<file path="src/ifs_pkg.sv">
// ----------------------------------------------------------------------------
// ifs_pkg
// Shared constants and types for the image fit scaler.
// ----------------------------------------------------------------------------
package ifs_pkg;

    localparam int MAX_SOURCE_WIDTH  = 256;
    localparam int MAX_SOURCE_HEIGHT = 256;
    localparam int MAX_SCREEN_SIDE   = 2048;
    localparam int MAX_BOX_SIDE      = 16;

    localparam int WEIGHT_ONE = 16384;
    localparam int WEIGHT_W   = 15;

    localparam int ADDR_W = 16;
    localparam int PIX_W  = 24;

    localparam int DIV_N_W = 32;
    localparam int DIV_D_W = 16;

    localparam int SIDE_W = 9;
    localparam int SCR_W  = 12;
    localparam int POS_W  = 11;
    localparam int OFF_W  = 20;
    localparam int STEP_W = 10;
    localparam int DEN_W  = 13;
    localparam int PROD_W = 21;
    localparam int NUM_W  = 24;
    localparam int CNT_W  = $clog2(MAX_BOX_SIDE * MAX_BOX_SIDE + 1);
    localparam int SUM_W  = 8 + CNT_W;

    localparam logic [2:0] REG_SOURCE_WIDTH  = 3'd0;
    localparam logic [2:0] REG_SOURCE_HEIGHT = 3'd1;
    localparam logic [2:0] REG_SCREEN_WIDTH  = 3'd2;
    localparam logic [2:0] REG_SCREEN_HEIGHT = 3'd3;
    localparam logic [2:0] REG_FIT_STYLE     = 3'd4;
    localparam logic [2:0] REG_BACKGROUND    = 3'd5;

    localparam logic [1:0] STYLE_STRETCH = 2'd0;
    localparam logic [1:0] STYLE_FIT     = 2'd1;
    localparam logic [1:0] STYLE_CENTER  = 2'd2;
    localparam logic [1:0] STYLE_FILL    = 2'd3;

    typedef logic [PIX_W-1:0] pixel_t;

endpackage

</file>
<file path="src/ifs_div.sv">
// ----------------------------------------------------------------------------
// ifs_div
// Restoring divider, one quotient bit per cycle.
// ----------------------------------------------------------------------------
module ifs_div
    import ifs_pkg::*;
(
    input  logic               clk,
    input  logic               rst_n,
    input  logic               start,
    input  logic [DIV_N_W-1:0] dividend,
    input  logic [DIV_D_W-1:0] divisor,
    output logic               done,
    output logic [DIV_N_W-1:0] quotient
);

    localparam int CW = $clog2(DIV_N_W);

    logic               busy_reg;
    logic               done_reg;
    logic [CW-1:0]      cnt_reg;
    logic [DIV_N_W-1:0] quo_reg;
    logic [DIV_D_W-1:0] rem_reg;
    logic [DIV_D_W-1:0] dvs_reg;
    logic [DIV_D_W:0]   trial;
    logic               fits;

    assign trial = {rem_reg, quo_reg[DIV_N_W-1]};
    assign fits  = trial >= {1'b0, dvs_reg};

    always_ff @(posedge clk or negedge rst_n)
    begin
        if (!rst_n)
        begin
            busy_reg <= 1'b0;
            done_reg <= 1'b0;
            cnt_reg  <= '0;
            quo_reg  <= '0;
            rem_reg  <= '0;
            dvs_reg  <= '0;
        end
        else
        begin
            done_reg <= busy_reg && (cnt_reg == CW'(DIV_N_W - 1));
            if (start)
            begin
                busy_reg <= 1'b1;
                cnt_reg  <= '0;
                quo_reg  <= dividend;
                rem_reg  <= '0;
                dvs_reg  <= divisor;
            end
            else if (busy_reg)
            begin
                rem_reg <= fits ? DIV_D_W'(trial - {1'b0, dvs_reg}) : trial[DIV_D_W-1:0];
                quo_reg <= {quo_reg[DIV_N_W-2:0], fits};
                cnt_reg <= cnt_reg + 1'b1;
                if (cnt_reg == CW'(DIV_N_W - 1))
                begin
                    busy_reg <= 1'b0;
                end
            end
        end
    end

    assign done     = done_reg;
    assign quotient = quo_reg;

endmodule

</file>
<file path="config.mk">
export PLATFORM = sky130hd
export DESIGN_NAME = ifs_div
export DESIGN_NICKNAME = d
export VERILOG_FILES = /design/src/ifs_pkg.sv /design/src/ifs_div.sv
export SDC_FILE = /design/constraint.sdc
export NUM_CORES = 1
export LEC_CHECK = 0
export BUFFER_PORTS_ARGS = -buffer_cell sky130_fd_sc_hd__buf_4
export CORE_AREA = 2 2 99 77
export DETAILED_ROUTE_END_ITERATION = 10
export DIE_AREA = 0 0 101 79
export PLACE_DENSITY = 0.87
export SYNTH_ARGS = -nofsm -noshare
export SYNTH_HDL_FRONTEND = slang
export SYNTH_SLANG_ARGS = --single-unit
export TNS_END_PERCENT = 5
</file>
<file path="constraint.sdc">
create_clock -name clk -period 3.6 [get_ports clk]
set_clock_uncertainty 0.15 [all_clocks]
set_input_delay 1.08 -clock clk [delete_from_list [all_inputs] [get_ports clk]]
set_output_delay 1.08 -clock clk [all_outputs]
set_load 0.005 [all_outputs]
</file>
**Yosys cells after proc, flatten, opt, wreduce, memory -nomap -nowiden**

Index checks and enable logic that the tools add are counted.

- Add/sub/neg operators: 2
- Magnitude comparators: 1
- Equal/unequal tests: 1
- Muxes and demuxes: 10
- Reduce and logical (&&, ||, !) cells: 2

Operators with widths:

| kind | number |
|---|---|
| 32-bit 2-to-1 mux | 2 |
| 16-bit 2-to-1 mux | 3 |
| 17-bit by 16-bit >= comparator with 1-bit output | 1 |
| 16-bit subtractor | 1 |
| 5-bit 2-to-1 mux | 2 |
| 5-bit by 1-bit adder with 5-bit output (second input constant) | 1 |
| 5-bit equality test (second input constant) | 1 |
| 1-bit 2-to-1 mux | 3 |
| 2-bit nonzero test | 1 |
| 1-bit logical AND | 1 |

- Register bits: 71
- Logic and storage cells: 22

**Logic depth before layout (Yosys ltp)**

Gate-level depths: netlist of run 1.

- Depth after elaboration: 4
- Mapped depth: 12
- Depth with buffers taken out: 10

**Worst setup path after synthesis of run 1**

Ideal clock, no wire load.

- Kind: reg2reg
- From: register quo_reg[31], in the netlist quotient[31]
- To: register rem_reg[8]
- Data arrival time: 2,031 ps
- Required time: 3,298 ps
- Setup slack: 1,267 ps
- Cell stages (with the launch flop): 11
- Buffers on the path: 0
- Period minus slack after synthesis: 2,333 ps
- Cell sequence: dfrtp_1 > inv_1 > ha_1 > fa_1 > nand2b_1 > a21oi_1 > o21ai_0 > a21boi_0 > o21ai_0 > o311ai_2 > a311oi_2

- Longest elaborated chain between the ends: 4
- Elaborated cells between the ends (all ways): 5

RTL lines:

| what | RTL line | RTL |
|---|---|---|
| start, declared | ifs_div.sv:22 | `logic [DIV_N_W-1:0] quo_reg;` |
| start signal, assigned | ifs_div.sv:49 | `quo_reg <= dividend;` |
| start signal, assigned | ifs_div.sv:56 | `quo_reg <= {quo_reg[DIV_N_W-2:0], fits};` |
| 16-bit subtractor or 17-bit by 16-bit >= comparator with 1-bit output (tied branches) | ifs_div.sv:55, ifs_div.sv:29 |  |
| 16-bit 2-to-1 mux * | ifs_div.sv:55 | `rem_reg <= fits ? DIV_D_W'(trial - {1'b0, dvs_reg}) : trial[DIV_D_W-1:0];` |
| 16-bit 2-to-1 mux * | ifs_div.sv:53 | `else if (busy_reg)` |
| 16-bit 2-to-1 mux * | ifs_div.sv:45 | `if (start)` |
| end signal, assigned | ifs_div.sv:55 |  |
| end, declared | ifs_div.sv:23 | `logic [DIV_D_W-1:0] rem_reg;` |

Every way passes the cells marked *; elsewhere a longest branch is shown, timed or not. The select of a mux whose other input is x is not followed.
A chain may end at the register's enable or synchronous reset.

**Worst setup path in the final report of run 1**

- From: register rem_reg[11]
- To: register rem_reg[8]

- Longest elaborated chain between the ends: 4

RTL lines:

| what | RTL line | RTL |
|---|---|---|
| 17-bit by 16-bit >= comparator with 1-bit output | ifs_div.sv:29 | `assign fits = trial >= {1'b0, dvs_reg};` |
| 16-bit 2-to-1 mux | ifs_div.sv:55 |  |
| 16-bit 2-to-1 mux | ifs_div.sv:53 |  |
| 16-bit 2-to-1 mux | ifs_div.sv:45 |  |

No other way between the ends. The select of a mux whose other input is x is not followed.

==> results.md, run 1 <==
* Area Growth Syn to Fin at 22.2%
* CP max-delay cell: ha_1
* H-tree depth at 3
* First-pass GRT wire length at 15,300 um
* Setup repair bufs after CTS at 0
* Crit. End Element: flop
* Power Dens Cells at 576 nW/um^2
* Core ar. at 7090 um^2
* Final-stage net count at 570
* Vias/cell at 5.62
* Hold Path Stages at 2
* Dpl hpwl at 6380 um
* Detailed Route WL at 9000 um
* Ports at 84
* Fillers at 539
* Static leakage at 2.56 nW
* Synth warnings at 0
* GP Congestion at 0.864
* Avg Synthesized Cell Area at 9.38 um^2
* Flops & latches, synth at 71
* Cts repair resizes at 0
* Number of buffers and inverters on the critical path at 1
* Share of the yosys chip area belonging to registers at 0.443
* Initial DRC Count at 201
* All-layer global routing usage at 0.240
* Unique cell type count in the Yosys netlist at 53
* Worst path arrival time at 2.86 ns
* Final cell count without fillers at 592
* Max Slew Vio Count at 0
* Setup-failing EPs final at 0
* Clock latency at the later pin of the worst-skew pair at 0.35 ns
* # hold bufs at CTS at 0
* # Max-Cap Violations at 0
* Levels on crit path at 9
* Tmin final at 2.76 ns
* RSZ-0062 raised after global routing: no
* Post-synthesis cell area at 4010 um^2
* Inserted Diodes at 0
* Setup TNS at 0 ns
* CTS tree: yes
* Placed Cells at 576
* Wire per inst at 15.2 um
* Cell row count at 27
* R2R depth at 9
* Clock-pin slew on the worst setup and hold paths at 0.07 ns
* DR pass1 iterations at 4
* Most common cell after layout, fill and taps aside: buf_4
* Largest register FFs at 32
* DIE HEIGHT at 79 um
* Post-Synth Adder-Cell Area at 0.0612
* Post-synthesis mux area share at 0.109
* Worst setup SP type: flop
* Gr ovfl total at 0
* Top cell by count, worst path: nand4_1
* # port buffers at 83
* Slew Limit Headroom at 0.412
* Worst hold path type: flop to flop
* Final hold slack at 0.388 ns
* WP data required at 3.70 ns
* Fraction of layout cells with a size suffix above 1 at 0.234
* Mapped Cells at 427
* Die width at 101 um
* Post-route antenna net violation count at 0
* Clock Sink Count at 71
* Clock buffer depth at 2
* Ys flop type: dfrtp_1
* Syn Nets at 497
* Final Hold Violating Endpoints at 0
* Fmax achieved at 362 MHz
* Max IR drop VDD at 291 uV
* Full die area at 7980 um^2
* Worst path top cell family by delay: compound AO/OA/AOI/OAI gates
* Via count at 3,325
* TritonCTS Buffers at 9
* Max FO, Critical Path at 11
* Root buf cell: clkbuf_8
* Main combinational cell family by area after synthesis: compound AO/OA/AOI/OAI gates
* Post-synthesis compound-gate area fraction at 0.175
* Worst slew pin tran at 0.883 ns
* Crit-path max cell delay at 0.44 ns
* Starting density of the core at 0.565
* Critical path, cell by cell: ha_1, nand2_1, o21ai_1, nand4_1, nand4_1, a21o_1, buf_4, o311ai_2, a311oi_2
* Largest net degree at the start of global routing at 72
* Crit path kind: flop to flop
* Most frequent cells in the layout: buf_4 (86), dfrtp_1 (70), nand2_1 (69)
* Antenna violations before repair at 0
* Post-synthesis async set-or-reset flop share at 1.00
* Post-Synth XOR/XNOR Area at 0.0306
* Vias in the first global route at 3,264
* Placed instance area at 4660 um^2
* DRC at 0
* Post-Synth Simple-Gate Area at 0.131
* Period Utilization, post-route at 0.767
* Outcome: finished, final reports clean
* EDFF count, synth at 0
* Finished layout cell area at 4890 um^2
-- power by group --
| group | internal [mW] | switching [mW] | total, mW |
|---|---|---|---|
| combinational | 0.496 | 0.598 | 1.09 |
| clock | 0.431 | 0.299 | 0.730 |
| sequential | 0.910 | 0.0874 | 0.997 |
| total | 1.84 | 0.985 | 2.82 |
-- routing by layer --
layer	routed length, um	global-route usage	up-vias
li1	-	-	1627
met5	0	0	-
met4	129	0.0622	0
met3	299	0.0519	18
met2	4520	0.389	69
met1	4050	0.331	1611
-- final timing paths --
kind	endpoint	slack [ns]	from
max	rem_reg[8]$_DFFE_PN0P_	0.84	rem_reg[11]$_DFFE_PN0P_
min	dvs_reg[4]$_DFFE_PN0P_	0.39	dvs_reg[4]$_DFFE_PN0P_
max reg2reg	rem_reg[8]$_DFFE_PN0P_	0.84	rem_reg[11]$_DFFE_PN0P_
min reg2reg	dvs_reg[4]$_DFFE_PN0P_	0.39	dvs_reg[4]$_DFFE_PN0P_
max in group asynchronous	busy_reg$_DFF_PN0_	2.01	rst_n
min in group asynchronous	dvs_reg[5]$_DFFE_PN0P_	0.69	rst_n
-- metrics by stage --
stage | power, mW | utilization | setup WS (ns)
after floorplan | 1.82 | - | 1.27
after CTS | 2.82 | 0.690 | 0.892
after detailed placement | 2.09 | 0.657 | 0.913
after global routing | 2.99 | 0.690 | 0.653
after global placement | 2.03 | 0.657 | 1.05
final | 2.82 | 0.690 | 0.837
-- logic make-up (layout without fill, tap and decap cells) --
logic type	after synthesis	count (layout)
compound gates	110	110
simple gates	124	124
fa+ha+maj	19	19
flops	71	71
xor+xnor	14	14
buf+inv	46	124
mux	43	43
-- worst reg2reg max path, stage by stage (launching register included) --
cell and delay, ns:
dfrtp_1 0.40, ha_1 0.44, nand2_1 0.12, o21ai_1 0.24, nand4_1 0.14, nand4_1 0.12
a21o_1 0.36, buf_4 0.28, o311ai_2 0.14, a311oi_2 0.28
-- final cells by class --
| type | count | area (um^2) | area share |
|---|---|---|---|
| Tap cell | 87 | 109 | 0.0222 |
| Clock inverter | 4 | 77.6 | 0.0158 |
| Inverter | 21 | 78.8 | 0.0161 |
| Timing Repair Buffer | 87 | 666 | 0.136 |
| Sequential cell | 71 | 1780 | 0.363 |
| Multi-Input combinational cell | 310 | 2030 | 0.415 |
| Clock buffer | 12 | 155 | 0.0317 |
-- cells in the mapped netlist, types with 3 or more instances --
cell	instances	area share
nand4_1	5	0.0078
nand2_1	69	0.065
nand3_1	3	0.0037
ha_1	18	0.056
nor2_1	31	0.029
o21ai_0	57	0.071
a21o_1	3	0.0056
mux2i_1	40	0.10
inv_1	21	0.020
a211oi_1	9	0.017
xnor2_1	7	0.015
xor2_1	7	0.015
nand2b_1	5	0.0078
a311oi_1	4	0.0087
dfrtp_1	71	0.44
a21oi_1	13	0.016
clkbuf_1	18	0.017
buf_1	3	0.0028
Power figures use the tool's default switching activity.
==> inputs of run 2 (changes only) <==
--- a/config.mk
+++ b/config.mk
@@ -6,10 +6,10 @@
 export NUM_CORES = 1
 export LEC_CHECK = 0
 export BUFFER_PORTS_ARGS = -buffer_cell sky130_fd_sc_hd__buf_4
-export CORE_AREA = 2 2 99 77
+export CORE_AREA = 2 2 102 79
 export DETAILED_ROUTE_END_ITERATION = 10
-export DIE_AREA = 0 0 101 79
-export PLACE_DENSITY = 0.87
+export DIE_AREA = 0 0 104 81
+export PLACE_DENSITY = 0.83
 export SYNTH_ARGS = -nofsm -noshare
 export SYNTH_HDL_FRONTEND = slang
 export SYNTH_SLANG_ARGS = --single-unit
==> constraint.sdc (replaced) <==
create_clock -name clk -period 2.8 [get_ports clk]
set_clock_uncertainty 0.15 [all_clocks]
set_input_delay 0.84 -clock clk [delete_from_list [all_inputs] [get_ports clk]]
set_output_delay 0.84 -clock clk [all_outputs]
set_load 0.005 [all_outputs]
==> run 2 against run 1 <==
  * Clock power up 9.6%
  * Critical path depth unchanged
  * Register-to-register slack worse by 0.58 ns
  * Highest routed layer unchanged
  * Power rose by 25%
==> results.md, run 2 (same netlist as run 1, synthesis figures left out) <==
* Ports at 84 (unchanged)
* # Max-Cap Violations at 0 (unchanged)
* First-pass GRT wire length at 14,900 um (-2.3%)
* Root buf cell: clkbuf_8
* All-layer global routing usage at 0.222 (-0.0189)
* Tmin final at 2.54 ns (-0.220 ns)
* FF/Latch Area at 1780 um^2 (unchanged)
* Full die area at 8420 um^2 (+5.6%)
* Die width at 104 um (+3.0%)
* Dpl hpwl at 6510 um (+2.1%)
* Initial DRC Count at 223 (+11%)
* Critical path, cell by cell: ha_1, nand2_2, a211oi_2, o21ai_2, o211ai_2, a21o_2, buf_4, o311ai_2, a311oi_2
* Fmax achieved at 393 MHz (+8.7%)
* Area Growth Syn to Fin at 22.7%
* Clock-pin slew on the worst setup and hold paths at 0.07 ns (about the same)
* Max FO, Critical Path at 8 (-3)
* Wire per inst at 14.9 um (-1.7%)
* Final Hold Violating Endpoints at 0 (unchanged)
* Fillers at 611 (+13%)
* Final-stage net count at 574 (+0.70%)
* CP max-delay cell: dfrtp_1
* Setup repair bufs after CTS at 0 (unchanged)
* H-tree depth at 3 (unchanged)
* Starting density of the core at 0.529 (-0.0353)
* Worst slew pin tran at 0.829 ns (-0.0536 ns)
* Clock buffer depth at 2 (unchanged)
* Worst hold path type: primary input to async pin
* Core ar. at 7570 um^2 (+6.7%)
* CTS tree: yes
* Power Dens Cells at 717 nW/um^2 (+24%)
* Post-Route Utilization at 0.650 (-0.0401)
* Clock Sink Count at 71 (unchanged)
* Antenna violations before repair at 0 (unchanged)
* Most common cell after layout, fill and taps aside: buf_4
* DR pass1 iterations at 4 (unchanged)
* Post-route antenna net violation count at 0 (unchanged)
* Gr ovfl total at 0 (unchanged)
* Cts repair resizes at 0 (unchanged)
* DRC at 0 (unchanged)
* RSZ-0062 raised after global routing: yes
* Number of buffers and inverters on the critical path at 1 (unchanged)
* Vias in the first global route at 3,142 (-3.7%)
* Worst path arrival time at 2.64 ns (-0.22 ns)
* Most frequent cells in the layout: buf_4 (89), dfrtp_1 (70), nand2_1 (69)
* Worst setup SP type: flop
* TritonCTS Buffers at 9 (unchanged)
* Max IR drop VDD at 358 uV (+23%)
* Area of the multi-input gates at 2040 um^2 (+0.25%)
* Crit-path max cell delay at 0.41 ns (-0.03 ns)
* Largest register FFs at 32 (unchanged)
* Max Slew Vio Count at 0 (unchanged)
* # hold bufs at CTS at 0 (unchanged)
* DIE HEIGHT at 81 um (+2.5%)
* Outcome: finished, final reports clean
* Crit. End Element: flop
* Final total power at 3.53 mW (+25%)
* Inserted Diodes at 0 (unchanged)
* Detailed Route WL at 9140 um (+1.6%)
* # port buffers at 83 (unchanged)
* Static leakage at 2.56 nW (about the same)
* Largest net degree at the start of global routing at 64 (-11%)
* Period Utilization, post-route at 0.908 (+0.141)
* Via count at 3,337 (+0.36%)
* Cell row count at 28 (+3.7%)
* Fraction of layout cells with a size suffix above 1 at 0.243 (+0.00894)
* Setup-failing EPs final at 0 (unchanged)
* Vias/cell at 5.45 (-2.9%)
* Slew Limit Headroom at 0.447 (+0.0357)
* Clock latency at the later pin of the worst-skew pair at 0.34 ns (about the same)
* Setup TNS at 0 ns (unchanged)
* Crit path kind: flop to flop
* WP data required at 2.90 ns (-0.80 ns)
* GP Congestion at 0.946 (+9.5%)
* Worst path top cell family by delay: compound AO/OA/AOI/OAI gates
[run 2: cell types whose count changed in the layout (fill, tap and decap cells not counted), sizes merged]
cell	change
clkbuf	-2
buf	+4
clkinvlp	+1
bufinv	-1
[run 2: power by group]
part           total (mW)  internal, mW  switching [mW]
clock network       0.800         0.423           0.377
registers            1.28          1.17           0.115
logic                1.44         0.668           0.773
total                3.53          2.26            1.26
[run 2: cell type report]
class / instances / share of cell area
inverter: 21 / 0.0160
sequential: 71 / 0.362
tap: 105 / 0.0267
timing repair buffer: 91 / 0.144
clock inverter: 4 / 0.00967
clock buffer: 10 / 0.0280
multi-input combinational: 310 / 0.414
[run 2: layer usage]
layer | track usage | share of wire | routed length [um]
met1 | 0.287 | 0.45 | 4140
met2 | 0.386 | 0.50 | 4590
met3 | 0.0482 | 0.034 | 315
met4 | 0.0527 | 0.011 | 99
met5 | 0 | 0 | 0
[run 2: metrics by stage]
stage	instance area [um^2]	setup WS, ns	hold WS, ns	cells
2_1_floorplan	4010	0.467	0.335	427
3_3_place_gp	4730	0.208	0.352	598
3_5_place_dp	4730	0.154	0.369	598
4_1_cts	4910	0.131	0.350	612
5_1_grt	4920	-0.0248	0.367	612
6_report	4920	0.258	0.332	612
[run 2: path summary, 6_finish.rpt]
| check | start | endpoint | slack (ns) | depth (start not counted) |
|---|---|---|---|---|
| max | rem_reg[2]$_DFFE_PN0P_ | rem_reg[8]$_DFFE_PN0P_ | 0.26 | 9 |
| min | rst_n | dvs_reg[4]$_DFFE_PN0P_ | 0.33 | 1 |
| max reg2reg | rem_reg[2]$_DFFE_PN0P_ | rem_reg[8]$_DFFE_PN0P_ | 0.26 | 9 |
| min reg2reg | dvs_reg[0]$_DFFE_PN0P_ | dvs_reg[0]$_DFFE_PN0P_ | 0.38 | 1 |
| max in group asynchronous | rst_n | quotient[2]$_DFFE_PN0P_ | 1.61 | 2 |
| min in group clk | dvs_reg[0]$_DFFE_PN0P_ | dvs_reg[0]$_DFFE_PN0P_ | 0.38 | 1 |
